$ cat src/hdl/caenp_pkg.sv
// Shared types, constants and register indexes of the ADC event word parser.
package caenp_pkg;

  // Default hit limit per kind and per event
  localparam int MAX_HITS_DEF = 64;

  localparam int WORD_W  = 16;
  localparam int CFG_IW  = 3;
  localparam int CFG_DW  = 32;
  localparam int GEO_W   = 5;
  localparam int CNT_OUT_W = 7;
  localparam int EOB_W   = 25;
  localparam int TOTAL_W = 32;
  localparam int VAL_W   = 14;
  localparam int MOD_W   = 6;
  localparam int CH_W    = 5;

  localparam int OUT_DATA_W = 96;
  localparam int OUT_USER_W = 2;

  localparam logic [WORD_W-1:0] FILL_WORD = 16'hffff;
  localparam logic signed [VAL_W-1:0] VAL_OVERFLOW  = 14'sd5000;
  localparam logic signed [VAL_W-1:0] VAL_UNDERFLOW = -14'sd1000;
  localparam logic [MOD_W-1:0] TDC_GEO_OFFSET = 6'd10;

  // Configuration register indexes
  localparam logic [CFG_IW-1:0] REG_ADC_MODULE_A = 3'd0;
  localparam logic [CFG_IW-1:0] REG_ADC_MASK_A   = 3'd1;
  localparam logic [CFG_IW-1:0] REG_ADC_MODULE_B = 3'd2;
  localparam logic [CFG_IW-1:0] REG_ADC_MASK_B   = 3'd3;
  localparam logic [CFG_IW-1:0] REG_TDC_MODULE   = 3'd4;
  localparam logic [CFG_IW-1:0] REG_TDC_MASK     = 3'd5;

  typedef struct packed {
    logic [GEO_W-1:0] adc_module_a;
    logic [31:0]      adc_mask_a;
    logic [GEO_W-1:0] adc_module_b;
    logic [31:0]      adc_mask_b;
    logic [GEO_W-1:0] tdc_module;
    logic [31:0]      tdc_mask;
  } cfg_t;

  typedef struct packed {
    logic                    hit_valid;
    logic                    hit_is_tdc;
    logic signed [MOD_W-1:0] module_id;
    logic [CH_W-1:0]         channel;
    logic signed [VAL_W-1:0] value;
    logic                    event_end;
    logic [CNT_OUT_W-1:0]    adc_hit_count;
    logic [CNT_OUT_W-1:0]    tdc_hit_count;
    logic [EOB_W-1:0]        eob_event_number;
    logic [TOTAL_W-1:0]      events_done;
  } res_t;

endpackage

$ cat src/hdl/caenp_cfg.sv
// Configuration register file of the ADC event word parser.
module caenp_cfg (
  input  logic                         clk,
  input  logic                         rst_n,
  input  logic                         wr_en,
  input  logic [caenp_pkg::CFG_IW-1:0] wr_index,
  input  logic [caenp_pkg::CFG_DW-1:0] wr_data,
  output caenp_pkg::cfg_t              cfg
);

  caenp_pkg::cfg_t cfg_r;

  always_ff @(posedge clk) begin
    if (!rst_n) begin
      cfg_r.adc_module_a <= 5'd2;
      cfg_r.adc_mask_a   <= 32'hffff_ffff;
      cfg_r.adc_module_b <= 5'd3;
      cfg_r.adc_mask_b   <= 32'h1100_ffff;
      cfg_r.tdc_module   <= 5'd12;
      cfg_r.tdc_mask     <= 32'h0000_0081;
    end else if (wr_en) begin
      case (wr_index)
        caenp_pkg::REG_ADC_MODULE_A: cfg_r.adc_module_a <= wr_data[caenp_pkg::GEO_W-1:0];
        caenp_pkg::REG_ADC_MASK_A:   cfg_r.adc_mask_a   <= wr_data;
        caenp_pkg::REG_ADC_MODULE_B: cfg_r.adc_module_b <= wr_data[caenp_pkg::GEO_W-1:0];
        caenp_pkg::REG_ADC_MASK_B:   cfg_r.adc_mask_b   <= wr_data;
        caenp_pkg::REG_TDC_MODULE:   cfg_r.tdc_module   <= wr_data[caenp_pkg::GEO_W-1:0];
        caenp_pkg::REG_TDC_MASK:     cfg_r.tdc_mask     <= wr_data;
        default: ;
      endcase
    end
  end

  assign cfg = cfg_r;

endmodule

$ cat src/hdl/caenp_parse.sv
// Word parser: phase state, hit filtering and per-event counters.
module caenp_parse #(
  parameter int MAX_HITS = caenp_pkg::MAX_HITS_DEF
) (
  input  logic                         clk,
  input  logic                         rst_n,
  input  logic                         word_en,
  input  logic [caenp_pkg::WORD_W-1:0] word,
  input  caenp_pkg::cfg_t              cfg,
  output logic                         res_valid,
  output caenp_pkg::res_t              res
);

  localparam int CNT_NEED = $clog2(MAX_HITS + 1);
  localparam int CNT_W = (CNT_NEED > caenp_pkg::CNT_OUT_W) ? CNT_NEED : caenp_pkg::CNT_OUT_W;
  localparam logic [CNT_W-1:0] CNT_MAX = CNT_W'(MAX_HITS);

  typedef enum logic [2:0] {
    PH_LEN, PH_HDR1, PH_HDR2, PH_DLO, PH_DHI, PH_EOBL, PH_EOBH
  } phase_t;

  phase_t                         phase_r, phase_nxt;
  logic [15:0]                    len_r, len_nxt;
  logic [16:0]                    words_r, words_nxt;
  logic [7:0]                     chans_r, chans_nxt, chans_dec;
  logic [caenp_pkg::GEO_W-1:0]    hdr_mod_r, hdr_mod_nxt;
  logic [13:0]                    pend_r, pend_nxt;
  logic [15:0]                    eob_low_r, eob_low_nxt;
  logic [CNT_W-1:0]               adc_cnt_r, adc_cnt_nxt, adc_cnt_upd;
  logic [CNT_W-1:0]               tdc_cnt_r, tdc_cnt_nxt, tdc_cnt_upd;
  logic [caenp_pkg::EOB_W-1:0]    eob_num_r, eob_num_nxt;
  logic [caenp_pkg::TOTAL_W-1:0]  total_r, total_nxt;

  logic [caenp_pkg::GEO_W-1:0] geo;
  logic [caenp_pkg::CH_W-1:0]  ch;
  logic                        adc_ok, tdc_ok, hit, is_tdc, ev_end;
  logic signed [caenp_pkg::VAL_W-1:0] val;

  assign geo = word[15:11];
  assign ch  = word[4:0];
  assign chans_dec = chans_r - 8'd1;

  assign adc_ok = (hdr_mod_r == cfg.adc_module_a && cfg.adc_mask_a[ch]) ||
                  (hdr_mod_r == cfg.adc_module_b && cfg.adc_mask_b[ch]);
  assign tdc_ok = (hdr_mod_r == cfg.tdc_module) && cfg.tdc_mask[ch];

  always_comb begin
    phase_nxt   = phase_r;
    len_nxt     = len_r;
    words_nxt   = words_r + 17'd1;
    chans_nxt   = chans_r;
    hdr_mod_nxt = hdr_mod_r;
    pend_nxt    = pend_r;
    eob_low_nxt = eob_low_r;
    adc_cnt_upd = adc_cnt_r;
    tdc_cnt_upd = tdc_cnt_r;
    eob_num_nxt = eob_num_r;
    hit         = 1'b0;
    is_tdc      = 1'b0;
    val         = '0;
    case (phase_r)
      PH_LEN: begin
        len_nxt   = word;
        words_nxt = 17'd1;
        phase_nxt = PH_HDR1;
      end
      PH_HDR1: begin
        // skip fill words where a block may start
        if (word != caenp_pkg::FILL_WORD) begin
          chans_nxt = word[15:8];
          phase_nxt = PH_HDR2;
        end
      end
      PH_HDR2: begin
        hdr_mod_nxt = geo;
        phase_nxt   = (chans_r != 8'd0) ? PH_DLO : PH_EOBL;
      end
      PH_DLO: begin
        pend_nxt  = word[13:0];
        phase_nxt = PH_DHI;
      end
      PH_DHI: begin
        chans_nxt = chans_dec;
        phase_nxt = (chans_dec != 8'd0) ? PH_DLO : PH_EOBL;
        if (geo == hdr_mod_r) begin
          if (adc_ok) begin
            if (adc_cnt_r < CNT_MAX) begin
              adc_cnt_upd = adc_cnt_r + CNT_W'(1);
              hit = 1'b1;
              if (pend_r[12])      val = caenp_pkg::VAL_OVERFLOW;
              else if (pend_r[13]) val = caenp_pkg::VAL_UNDERFLOW;
              else                 val = $signed({2'b00, pend_r[11:0]});
            end
          end else if (tdc_ok) begin
            if (tdc_cnt_r < CNT_MAX) begin
              tdc_cnt_upd = tdc_cnt_r + CNT_W'(1);
              hit    = 1'b1;
              is_tdc = 1'b1;
              val    = $signed({2'b00, pend_r[11:0]});
            end
          end
        end
      end
      PH_EOBL: begin
        eob_low_nxt = word;
        phase_nxt   = PH_EOBH;
      end
      PH_EOBH: begin
        if (geo == hdr_mod_r && word[10])
          eob_num_nxt = {1'b0, word[7:0], eob_low_r} + 25'd1;
        phase_nxt = PH_HDR1;
      end
      default: phase_nxt = PH_LEN;
    endcase

    ev_end    = (words_nxt >= {1'b0, len_nxt});
    total_nxt = ev_end ? total_r + 32'd1 : total_r;

    res.hit_valid        = hit;
    res.hit_is_tdc       = is_tdc;
    res.module_id        = hit ? (is_tdc ? $signed({1'b0, hdr_mod_r} - caenp_pkg::TDC_GEO_OFFSET)
                                         : $signed({1'b0, hdr_mod_r}))
                               : '0;
    res.channel          = hit ? ch : '0;
    res.value            = val;
    res.event_end        = ev_end;
    res.adc_hit_count    = adc_cnt_upd[caenp_pkg::CNT_OUT_W-1:0];
    res.tdc_hit_count    = tdc_cnt_upd[caenp_pkg::CNT_OUT_W-1:0];
    res.eob_event_number = eob_num_nxt;
    res.events_done      = total_nxt;
    res_valid            = hit || ev_end;

    // close the event: clear per-event state
    adc_cnt_nxt = adc_cnt_upd;
    tdc_cnt_nxt = tdc_cnt_upd;
    if (ev_end) begin
      phase_nxt   = PH_LEN;
      adc_cnt_nxt = '0;
      tdc_cnt_nxt = '0;
      chans_nxt   = '0;
    end
  end

  always_ff @(posedge clk) begin
    if (!rst_n) begin
      phase_r   <= PH_LEN;
      len_r     <= '0;
      words_r   <= '0;
      chans_r   <= '0;
      hdr_mod_r <= '0;
      pend_r    <= '0;
      eob_low_r <= '0;
      adc_cnt_r <= '0;
      tdc_cnt_r <= '0;
      eob_num_r <= '0;
      total_r   <= '0;
    end else if (word_en) begin
      phase_r   <= phase_nxt;
      len_r     <= len_nxt;
      words_r   <= words_nxt;
      chans_r   <= chans_nxt;
      hdr_mod_r <= hdr_mod_nxt;
      pend_r    <= pend_nxt;
      eob_low_r <= eob_low_nxt;
      adc_cnt_r <= adc_cnt_nxt;
      tdc_cnt_r <= tdc_cnt_nxt;
      eob_num_r <= eob_num_nxt;
      total_r   <= total_nxt;
    end
  end

endmodule

$ cat src/hdl/caenp_outq.sv
// Result register with a skid entry so the parser can hand over one more result while the sink stalls.
module caenp_outq (
  input  logic            clk,
  input  logic            rst_n,
  input  logic            push,
  input  caenp_pkg::res_t push_res,
  output logic            can_push,
  output logic            out_valid,
  input  logic            out_ready,
  output caenp_pkg::res_t out_res
);

  logic            head_vld_r, skid_vld_r;
  caenp_pkg::res_t head_r, skid_r;
  logic            pop;

  assign pop      = head_vld_r && out_ready;
  assign can_push = !skid_vld_r;

  always_ff @(posedge clk) begin
    if (!rst_n) begin
      head_vld_r <= 1'b0;
      skid_vld_r <= 1'b0;
    end else if (skid_vld_r) begin
      if (pop) begin
        skid_vld_r <= 1'b0;
      end
    end else if (head_vld_r && !pop) begin
      if (push) begin
        skid_vld_r <= 1'b1;
      end
    end else begin
      head_vld_r <= push;
    end
  end

  always_ff @(posedge clk) begin
    if (skid_vld_r) begin
      if (pop) begin
        head_r <= skid_r;
      end
    end else if (head_vld_r && !pop) begin
      if (push) begin
        skid_r <= push_res;
      end
    end else if (push) begin
      head_r <= push_res;
    end
  end

  assign out_valid = head_vld_r;
  assign out_res   = head_r;

endmodule

$ cat src/hdl/caen_adc_event_word_parser.sv
// Top level of the ADC event word parser: ports, packing and submodule wiring.
//
// Usage:
//   in_*   : stream of 16-bit event words, length word first (count includes itself),
//            then module blocks (channel-count header, GEO header, data pairs, two
//            end-of-block words). Fill words 0xffff between blocks are skipped.
//   out_*  : one request per word that completes an accepted hit or ends the event.
//            tuser flags hit/kind, tlast marks the word that closed the event.
//   cfg_*  : register writes (index 0..5), always ready; write only while idle.
// Output: each result is registered in the result register, or in the skid entry, before it shows on out_*.
// Throughput: one word per cycle while the skid entry is empty; the phase update and hit filter sit between the
//   parser state registers and the result register in a single pass.
// Stall: a skid entry behind the result register takes one more result while the
//   receiver holds out_tready low; in_tready drops only while that entry is full.
// Reset (rst_n low, synchronous): parser expects a length word, counters clear,
//   registers return to their defaults and pending results are dropped.
module caen_adc_event_word_parser #(
  parameter int MAX_HITS = caenp_pkg::MAX_HITS_DEF
) (
  input  logic                             clk,
  input  logic                             rst_n,
  // input word stream
  input  logic                             in_tvalid,
  output logic                             in_tready,
  input  logic [caenp_pkg::WORD_W-1:0]     in_tdata,   // [15:0] word
  // result stream
  output logic                             out_tvalid,
  input  logic                             out_tready,
  // [5:0] module_id, [10:6] channel, [24:11] value, [31:25] adc_hit_count,
  // [38:32] tdc_hit_count, [63:39] eob_event_number, [95:64] events_done
  output logic [caenp_pkg::OUT_DATA_W-1:0] out_tdata,
  output logic [caenp_pkg::OUT_USER_W-1:0] out_tuser,  // [0] hit_valid, [1] hit_is_tdc
  output logic                             out_tlast,  // event_end
  // configuration writes
  input  logic                             cfg_valid,
  output logic                             cfg_ready,
  input  logic [caenp_pkg::CFG_IW-1:0]     cfg_index,
  input  logic [caenp_pkg::CFG_DW-1:0]     cfg_data
);

  caenp_pkg::cfg_t cfg;
  caenp_pkg::res_t step_res, head_res;
  logic            step_vld, word_acc, can_push;

  // registers never push back
  assign cfg_ready = 1'b1;

  caenp_cfg u_cfg (
    .clk      (clk),
    .rst_n    (rst_n),
    .wr_en    (cfg_valid),
    .wr_index (cfg_index),
    .wr_data  (cfg_data),
    .cfg      (cfg)
  );

  // accept a word whenever the result side has room for what it may produce
  assign in_tready = can_push;
  assign word_acc  = in_tvalid && can_push;

  caenp_parse #(
    .MAX_HITS (MAX_HITS)
  ) u_parse (
    .clk       (clk),
    .rst_n     (rst_n),
    .word_en   (word_acc),
    .word      (in_tdata),
    .cfg       (cfg),
    .res_valid (step_vld),
    .res       (step_res)
  );

  caenp_outq u_outq (
    .clk       (clk),
    .rst_n     (rst_n),
    .push      (word_acc && step_vld),
    .push_res  (step_res),
    .can_push  (can_push),
    .out_valid (out_tvalid),
    .out_ready (out_tready),
    .out_res   (head_res)
  );

  // pack the result request
  assign out_tdata = {head_res.events_done,
                      head_res.eob_event_number,
                      head_res.tdc_hit_count,
                      head_res.adc_hit_count,
                      head_res.value,
                      head_res.channel,
                      head_res.module_id};
  assign out_tuser = {head_res.hit_is_tdc, head_res.hit_valid};
  assign out_tlast = head_res.event_end;

endmodule
$ cat config.mk
export PLATFORM = sky130hd
export DESIGN_NAME = caen_adc_event_word_parser
export DESIGN_NICKNAME = d
export VERILOG_FILES = /design/src/hdl/caenp_pkg.sv /design/src/hdl/caenp_cfg.sv /design/src/hdl/caenp_parse.sv /design/src/hdl/caenp_outq.sv /design/src/hdl/caen_adc_event_word_parser.sv
export SDC_FILE = /design/constraint.sdc
export NUM_CORES = 1
export LEC_CHECK = 0
export ABC_CLOCK_PERIOD_IN_PS = 13420
export BUFFER_PORTS_ARGS = -buffer_cell sky130_fd_sc_hd__clkbuf_2
export CAP_MARGIN = 0
export CORE_ASPECT_RATIO = 2
export CORE_MARGIN = 1.5
export CORE_UTILIZATION = 30
export DETAILED_ROUTE_END_ITERATION = 8
export PLACE_DENSITY = 0.54
export SLEW_MARGIN = 0
export SYNTH_ARGS = -nofsm -noshare
export SYNTH_HDL_FRONTEND = slang
export SYNTH_SLANG_ARGS = --single-unit
$ cat constraint.sdc
create_clock -name clk -period 13.42 [get_ports clk]
set_input_delay 2.684 -clock clk [delete_from_list [all_inputs] [get_ports clk]]
set_output_delay 2.684 -clock clk [all_outputs]
set_load 0.005 [all_outputs]
==> flow_summary_export.csv, run 1 <==
group,metric,value,unit
synthesis,ys_ff_latch,461,
synthesis,synth-edff-count,198,
hold_path,hp-start,"u_parse.pend_r[2]",
detailed_routing,drc_errors,0,
floorplan,die_y,378,µm
critical_path,end_kind,"register",
detailed_routing,drt_wl_total,62.2,mm
sta,setup_tns,0,ps
clock_network,numClockSinks,461,
critical_path,slowest_stage,"nor4b_2",
placed_design,place_congestion,0.926,
critical_path,cp.arrival,7560,ps
global_route,grt_overflow,0,
critical_path,crit_family,"buffers and inverters",
critical_path,cp_max_fo,51,
floorplan,core,0.0696,mm²
sta,drv_slew,0,
synthesis,synthesis.area,0.0211,mm²
critical_path,r2r_start,"u_parse.words_r[7]",
final_layout,regArea,0.0112,mm²
floorplan,ios,158,
critical_path,critPathLaunch,"in_tdata[0]",
clock_network,path_clk_slew,60,ps
sta,slew_headroom,18.9,%
floorplan,die_w,190,µm
global_route,grt_pass1_vias,16200,
detailed_routing,postRouteAntennaNets,0,
power_and_ir_drop,power_density,121,mW/mm²
power_and_ir_drop,vdd.ir_drop.worst,84.3,µV
sta,grt_setup_unrepaired,"false",
power_and_ir_drop,total_power,0.00293,W
clock_network,cts_tree,"done",
final_layout,drive_above_1_share,16.0,%
clock_network,cts_buffers,44,
floorplan,initial_core_util,30.3,%
synthesis,syn_area_per_cell,9.74,µm²
clock_network,postCtsSetupBuffers,0,
critical_path,cp.required,13620,ps
synthesis,syn-instance-count,2165,
critical_path,crit_top_cell,"buf_4",
clock_network,cts.repair.resized,0,
final_layout,areaGrowthSynthToFinish,14.5,%
critical_path,cpPeakStageDelay,790,ps
global_route,grt_max_degree,84,
detailed_routing,firstDrtPassIters,5,
sta,period_share,54.9,%
final_layout,final_common_cell,"nand2_1",
synthesis,synth_flop_cell,"dfxtp_1",
outcome,status,"complete, no violations",
sta,max_freq,0.136,GHz
final_layout,multiInputGateArea,0.00920,mm²
floorplan,rows,137,
sta,period_needed,7360,ps
final_layout,n_fill_cell,7149,
global_route,antenna_found_initial,5,
global_route,grt_first_pass_wirelength,95.4,mm
power_and_ir_drop,cellLeakagePower,8.89,nW
synthesis,ys_types,68,
synthesis,ys_seq_area_share,53.2,%
placed_design,dp_hpwl,44.9,mm
final_layout,nNetsFinal,2331,
detailed_routing,initialDrtViolationCount,1063,
hold_path,hold_path.class,"reg -> reg",
critical_path,cp-start-kind,"input port",
detailed_routing,vias,16200,
synthesis,ys_warn_count,0,
sta,worst_slew_pin_slew,1220,ps
global_route,grt_usage,17.2,%
clock_network,ctsHoldBuffers,0,
clock_network,cts_root_buf,"clkbuf_16",
detailed_routing,viasPerCell,5.06,
sta,finalSetupViolations,0,
clock_network,clk_latency,600,ps
synthesis,syn_nets,2246,
placed_design,io_buffers,156,
flow_run,max_cap_violations,0,
detailed_routing,wl_per_cell,19.5,µm
clock_network,htreeDepth,2,
synthesis,async_flop_share,0,%
clock_network,clockBufferDepth,3,
final_layout,mostFrequentLayoutCells,"409 x nand2_1, 262 x dfxtp_1, 198 x edfxtp_1",
floorplan,design.die.area,0.0720,mm²
sta,final-hold-violation-count,0,
critical_path,crit_buf_inv,3,
critical_path,crit_chain,"clkbuf_2 -> nor2b_1 -> a22oi_1 -> a21oi_1 -> nor4_1 -> nor4b_2 -> o21a_1 -> o21ai_0 -> a22oi_2 -> buf_4 -> buf_4",
sta,fin_skew,34.2,ps
critical_path,critPathKind,"in -> reg",
-- power breakdown --
part	internal (W)	switching (W)	leakage, nW
Combinational	0.0000474	0.0000980	4.25
Clock	0.000723	0.000576	0.721
Sequential	0.00147	0.0000158	3.91
-- final cells by class --
| cell class | instances | share of cell area, % |
|---|---|---|
| multi-input cells | 1525 | 38.1 |
| repair buffers | 179 | 3.95 |
| clock buffers | 60 | 5.03 |
| inverters | 39 | 0.622 |
| diodes | 2 | 0.0207 |
| well taps | 903 | 4.68 |
| flip-flops and latches | 461 | 46.5 |
| clock inverters | 22 | 1.11 |
-- layer usage --
metal	vias up	global-route usage, %	wire length (µm)
li1	7756	-	-
met1	7804	18.3	23100
met2	426	31.8	32900
met3	160	2.32	2370
met4	6	10.0	3740
met5	-	0	42
-- worst register-to-register path, delay by kind of cell, from the launching register on --
| family | cells | cell delay [ps] |
|---|---|---|
| AOI/OAI and AO/OA | 3 | 660 |
| xor gates and xnor gates | 1 | 140 |
| adders and majority gates | 1 | 320 |
| buffers and inverters | 3 | 1390 |
| DFF | 1 | 420 |
| and+or+nand+nor | 7 | 1660 |
-- Yosys cell counts, types with 4 or more instances --
cell type | number | share of area (%)
a21oi_1 | 163 | 3.9
ha_1 | 25 | 1.5
or3_1 | 21 | 0.62
buf_1 | 10 | 0.18
or2_2 | 9 | 0.27
nor4_1 | 16 | 0.47
inv_1 | 36 | 0.64
a211oi_1 | 24 | 0.85
and3_1 | 19 | 0.56
nor3_1 | 48 | 1.1
nand3_1 | 113 | 2.7
or4_1 | 14 | 0.50
clkbuf_1 | 113 | 2.0
o31a_1 | 4 | 0.17
a31oi_1 | 6 | 0.18
o211ai_1 | 4 | 0.14
and4_1 | 4 | 0.17
mux2i_1 | 83 | 3.9
nand2b_1 | 15 | 0.45
o2111ai_1 | 7 | 0.29
o22ai_1 | 4 | 0.12
xor2_1 | 53 | 2.2
o21a_1 | 7 | 0.25
a22o_1 | 5 | 0.21
o31ai_1 | 14 | 0.50
xnor2_1 | 67 | 2.8
o21ai_0 | 47 | 1.1
buf_2 | 10 | 0.24
dfxtp_1 | 263 | 25
nand2_1 | 410 | 7.3
nor2b_1 | 10 | 0.30
edfxtp_1 | 198 | 28
buf_4 | 5 | 0.18
nor2_1 | 145 | 2.6
a21o_1 | 10 | 0.36
and2_1 | 22 | 0.65
nand4_1 | 24 | 0.71
mux2_2 | 79 | 4.2
a22oi_1 | 17 | 0.61
-- cell families (layout without fill, tap and decap cells) --
group           after synthesis  in the layout  share of synthesized area, %
mux                         165            165                          8.48
other cells                   1              3                        0.0178
compound gates              332            332                          9.53
flops                       461            461                          53.2
xor+xnor                    120            120                          4.99
fa+ha+maj                    25             25                          1.48
buf+inv                     179            300                          3.41
simple gates                882            882                          18.9
-- worst paths after layout --
check | end | slack (ps) | cells after the start
min | u_parse.pend_r[2] | 460 | 2
max reg2reg | u_outq.out_res[53] | 8400 | 15
max | u_outq.out_res[53] | 6060 | 11
min reg2reg | u_parse.pend_r[2] | 460 | 2
-- state kept, by name (all words and copies together) (netlist names), 8 cells and up --
signal,count
u_parse.eob_num_r,25
u_parse.total_r,32
u_cfg.cfg,111
u_parse.pend_r,14
u_parse.eob_low_r,16
u_outq.skid_r,99
u_parse.len_r,16
u_parse.words_r,17
u_outq.out_res,99
u_parse.chans_r,8
-- per-stage QoR --
stage	instance area, µm²	util, %	cells	hold slack [ps]	worst slack (ps)
floorplan	21100	-	2165	433	666
global placement	22600	32.5	3107	441	5730
detailed placement	22600	32.5	3107	448	5510
CTS	24100	34.7	3189	456	6100
global route	24100	34.7	3191	474	5730
finish	24100	34.7	3191	455	6060
No activity file was read; power rests on OpenSTA's default activity.
==> inputs of run 2 (changes only) <==
- ABC_AREA: not set -> 1
- ABC_CLOCK_PERIOD_IN_PS: 13420 -> 7600
- PLACE_DENSITY: 0.54 -> 0.52
- clock period: 13.42 -> 7.6 ns (I/O delays scaled with it)
==> run 2 against run 1 <==
The flow now finishes with violations (DRC). Cell count increased by 19%. Register-to-register slack got worse by 6100 ps. Die area increased by 3.7%. Clock-buffer cell count increased by 1. First-iteration DRC count increased by 2.4%. Clock power increased by 88%. Critical endpoint is now u_outq.out_res[4].
==> flow_summary_export.csv, run 2 <==
group,metric,value,unit
flow_run,max_cap_violations,0,
clock_network,clockBufferDepth,3,
sta,finalSetupViolations,0,
global_route,grt_pass1_vias,17300,
floorplan,rows,139,
placed_design,place_congestion,0.922,
final_layout,antenna_cells,0,
power_and_ir_drop,cellLeakagePower,10.8,nW
floorplan,core,0.0720,mm²
critical_path,cp-start-kind,"register",
final_layout,fin_cells,3788,
synthesis,synth-edff-count,198,
clock_network,cts.repair.resized,0,
clock_network,path_clk_slew,60,ps
floorplan,initial_core_util,30.4,%
detailed_routing,wl_per_cell,17.7,µm
synthesis,async_flop_share,0,%
clock_network,cts_tree,"done",
synthesis,synthesis.area,0.0219,mm²
critical_path,critPathKind,"reg -> reg",
sta,fin_skew,13.0,ps
synthesis,syn_area_per_cell,7.98,µm²
power_and_ir_drop,power_frac_seq,47.6,%
final_layout,drive_above_1_share,11.5,%
power_and_ir_drop,total_power,0.00574,W
clock_network,htreeDepth,2,
synthesis,synthTopCellsByCount,"664 x nand2_1, 311 x nor2_1, 281 x inv_1",
final_layout,mostFrequentLayoutCells,"663 x nand2_1, 310 x nor2_1, 279 x inv_1",
placed_design,dp_hpwl,48.5,mm
global_route,grt_overflow,0,
final_layout,utilization,34.8,%
power_and_ir_drop,netSwitchingFraction,25.8,%
placed_design,dpl_cell_area,0.0234,mm²
synthesis,ys_ff_latch,461,
final_layout,nNetsFinal,2915,
critical_path,cp_max_fo,38,
hold_path,hold_path.class,"reg -> reg",
sta,worst_slew_pin_slew,1080,ps
critical_path,crit_chain,"inv_1 -> nand2_1 -> clkinv_1 -> buf_4 -> nand2_1 -> o21ai_0 -> ha_1 -> nand2_1 -> nor3_1 -> nand2_1 -> nand3_1 -> nand2_1 -> nand2_1 -> nand2_1 -> nand2_1 -> a21oi_1 -> buf_4 -> nand2_1 -> nand2_1 -> o22ai_4 -> buf_4",
power_and_ir_drop,power_density,229,mW/mm²
detailed_routing,viasPerCell,4.80,
detailed_routing,vias,18200,
detailed_routing,drc_errors,10,
floorplan,die_y,385,µm
critical_path,cpPeakStageDelay,750,ps
synthesis,synth_top_cell_area_share,27.2,%
clock_network,clk_latency,600,ps
clock_network,cts_buffers,46,
sta,max_freq,0.190,GHz
final_layout,finalInstanceArea,0.0250,mm²
final_layout,largest_register_ffs,111,
critical_path,cp.arrival,5480,ps
outcome,violations,"DRC",
clock_network,postCtsSetupBuffers,0,
power_and_ir_drop,p_sw,0.00148,W
final_layout,final_common_cell,"nand2_1",
synthesis,netlist.top_cell.by_area,"edfxtp_1",
synthesis,syn_nets,2824,
power_and_ir_drop,vdd.ir_drop.worst,186,µV
sta,grt_setup_unrepaired,"false",
floorplan,ios,158,
synthesis,ys_seq_area_share,51.2,%
detailed_routing,initialDrtViolationCount,1089,
power_and_ir_drop,pwr-share-comb,9.8,%
sta,slew_headroom,28.2,%
critical_path,crit_family,"buffers and inverters",
global_route,grt_usage,17.8,%
final_layout,areaGrowthSynthToFinish,14.4,%
power_and_ir_drop,p_int,0.00426,W
clock_network,ctsHoldBuffers,0,
synthesis,yosysMostFrequentCell,"nand2_1",
placed_design,io_buffers,156,
synthesis,syn-instance-count,2743,
critical_path,crit_top_cell,"nand2_1",
critical_path,end_kind,"register",
outcome,status,"finished, violations left",
global_route,antenna_found_initial,3,
global_route,grt_first_pass_wirelength,102,mm
floorplan,die_w,194,µm
synthesis,synth_flop_cell,"dfxtp_1",
sta,period_share,69.1,%
sta,period_needed,5250,ps
critical_path,cp.required,7830,ps
sta,drv_slew,0,
clock_network,cts_root_buf,"clkbuf_16",
detailed_routing,postRouteAntennaNets,0,
critical_path,slowest_stage,"o22ai_4",
synthesis,ys_warn_count,0,
synthesis,ys_types,52,
sta,setup_tns,0,ps
detailed_routing,firstDrtPassIters,7,
power_and_ir_drop,clock_power_share,42.6,%
sta,final-hold-violation-count,0,
placed_design,dp.cells,3702,
detailed_routing,drt_wl_total,66.9,mm
synthesis,synth_area_leaders,"edfxtp_1 27%, dfxtp_1 24%, nand2_1 11%",
floorplan,design.die.area,0.0747,mm²
global_route,grt_max_degree,108,
critical_path,crit_buf_inv,5,
clock_network,numClockSinks,461,
run 2: path summary, 6_finish.rpt:
path | start | end | slack [ps] | cells after the start
setup / recovery | u_parse.phase_r[2] | u_outq.out_res[4] | 2350 | 21
hold / removal | u_cfg.cfg[13] | u_cfg.cfg[13] | 450 | 2
setup reg to reg | u_parse.phase_r[2] | u_outq.out_res[4] | 2350 | 21
hold reg to reg | u_cfg.cfg[13] | u_cfg.cfg[13] | 450 | 2
run 2: logic make-up after synthesis:
logic type / synth area share (%)
and+or+nand+nor: 23.2
AOI/OAI and AO/OA: 13.6
DFF: 51.2
buffers and inverters: 8.05
xor gates and xnor gates: 2.40
adders and majority gates: 1.43
other: 0.0171
muxes: 0.0515
run 2: cell type report:
class                      instances  area (µm²)
tap                              916        1150
multi-input combinational       1844        8950
clock inverter                    25         302
inverter                         295        1110
timing repair buffer             186        1010
fill                            7687       47000
sequential                       461       11200
clock buffer                      61        1290
run 2: power groups by stage:
stage	registers [W]	logic, W	clock network [W]
floorplan	0.00277	0.000393	0
global placement	0.00279	0.000562	0
detailed placement	0.00279	0.000566	0
CTS	0.00273	0.000569	0.00251
global route	0.00274	0.000639	0.00260
finish	0.00273	0.000563	0.00244
run 2: worst reg2reg max path: stages, from the launching register on:
cell      delay, ps
dfxtp_1         390
inv_1           140
nand2_1         430
clkinv_1        470
buf_4           350
nand2_1          80
o21ai_0         150
ha_1            320
nand2_1          90
nor3_1          270
nand2_1          80
nand3_1          90
nand2_1          50
nand2_1          60
nand2_1          50
nand2_1          70
a21oi_1          60
buf_4           190
nand2_1         100
nand2_1         100
o22ai_4         750
buf_4           580
run 2: per-stage QoR:
stage               worst slack, ps  hold slack (ps)
floorplan                      1260              421
global placement               1950              434
detailed placement             1890              443
CTS                            2230              454
global route                   1850              479
finish                         2350              452
run 2: layer usage:
layer	GRT usage [%]	vias up	part of all wire [%]
met4	7.48	6	4.0
met2	34.3	426	54
met1	19.1	8431	38
met3	2.69	132	4.1
met5	0	-	0.067
li1	-	9177	-
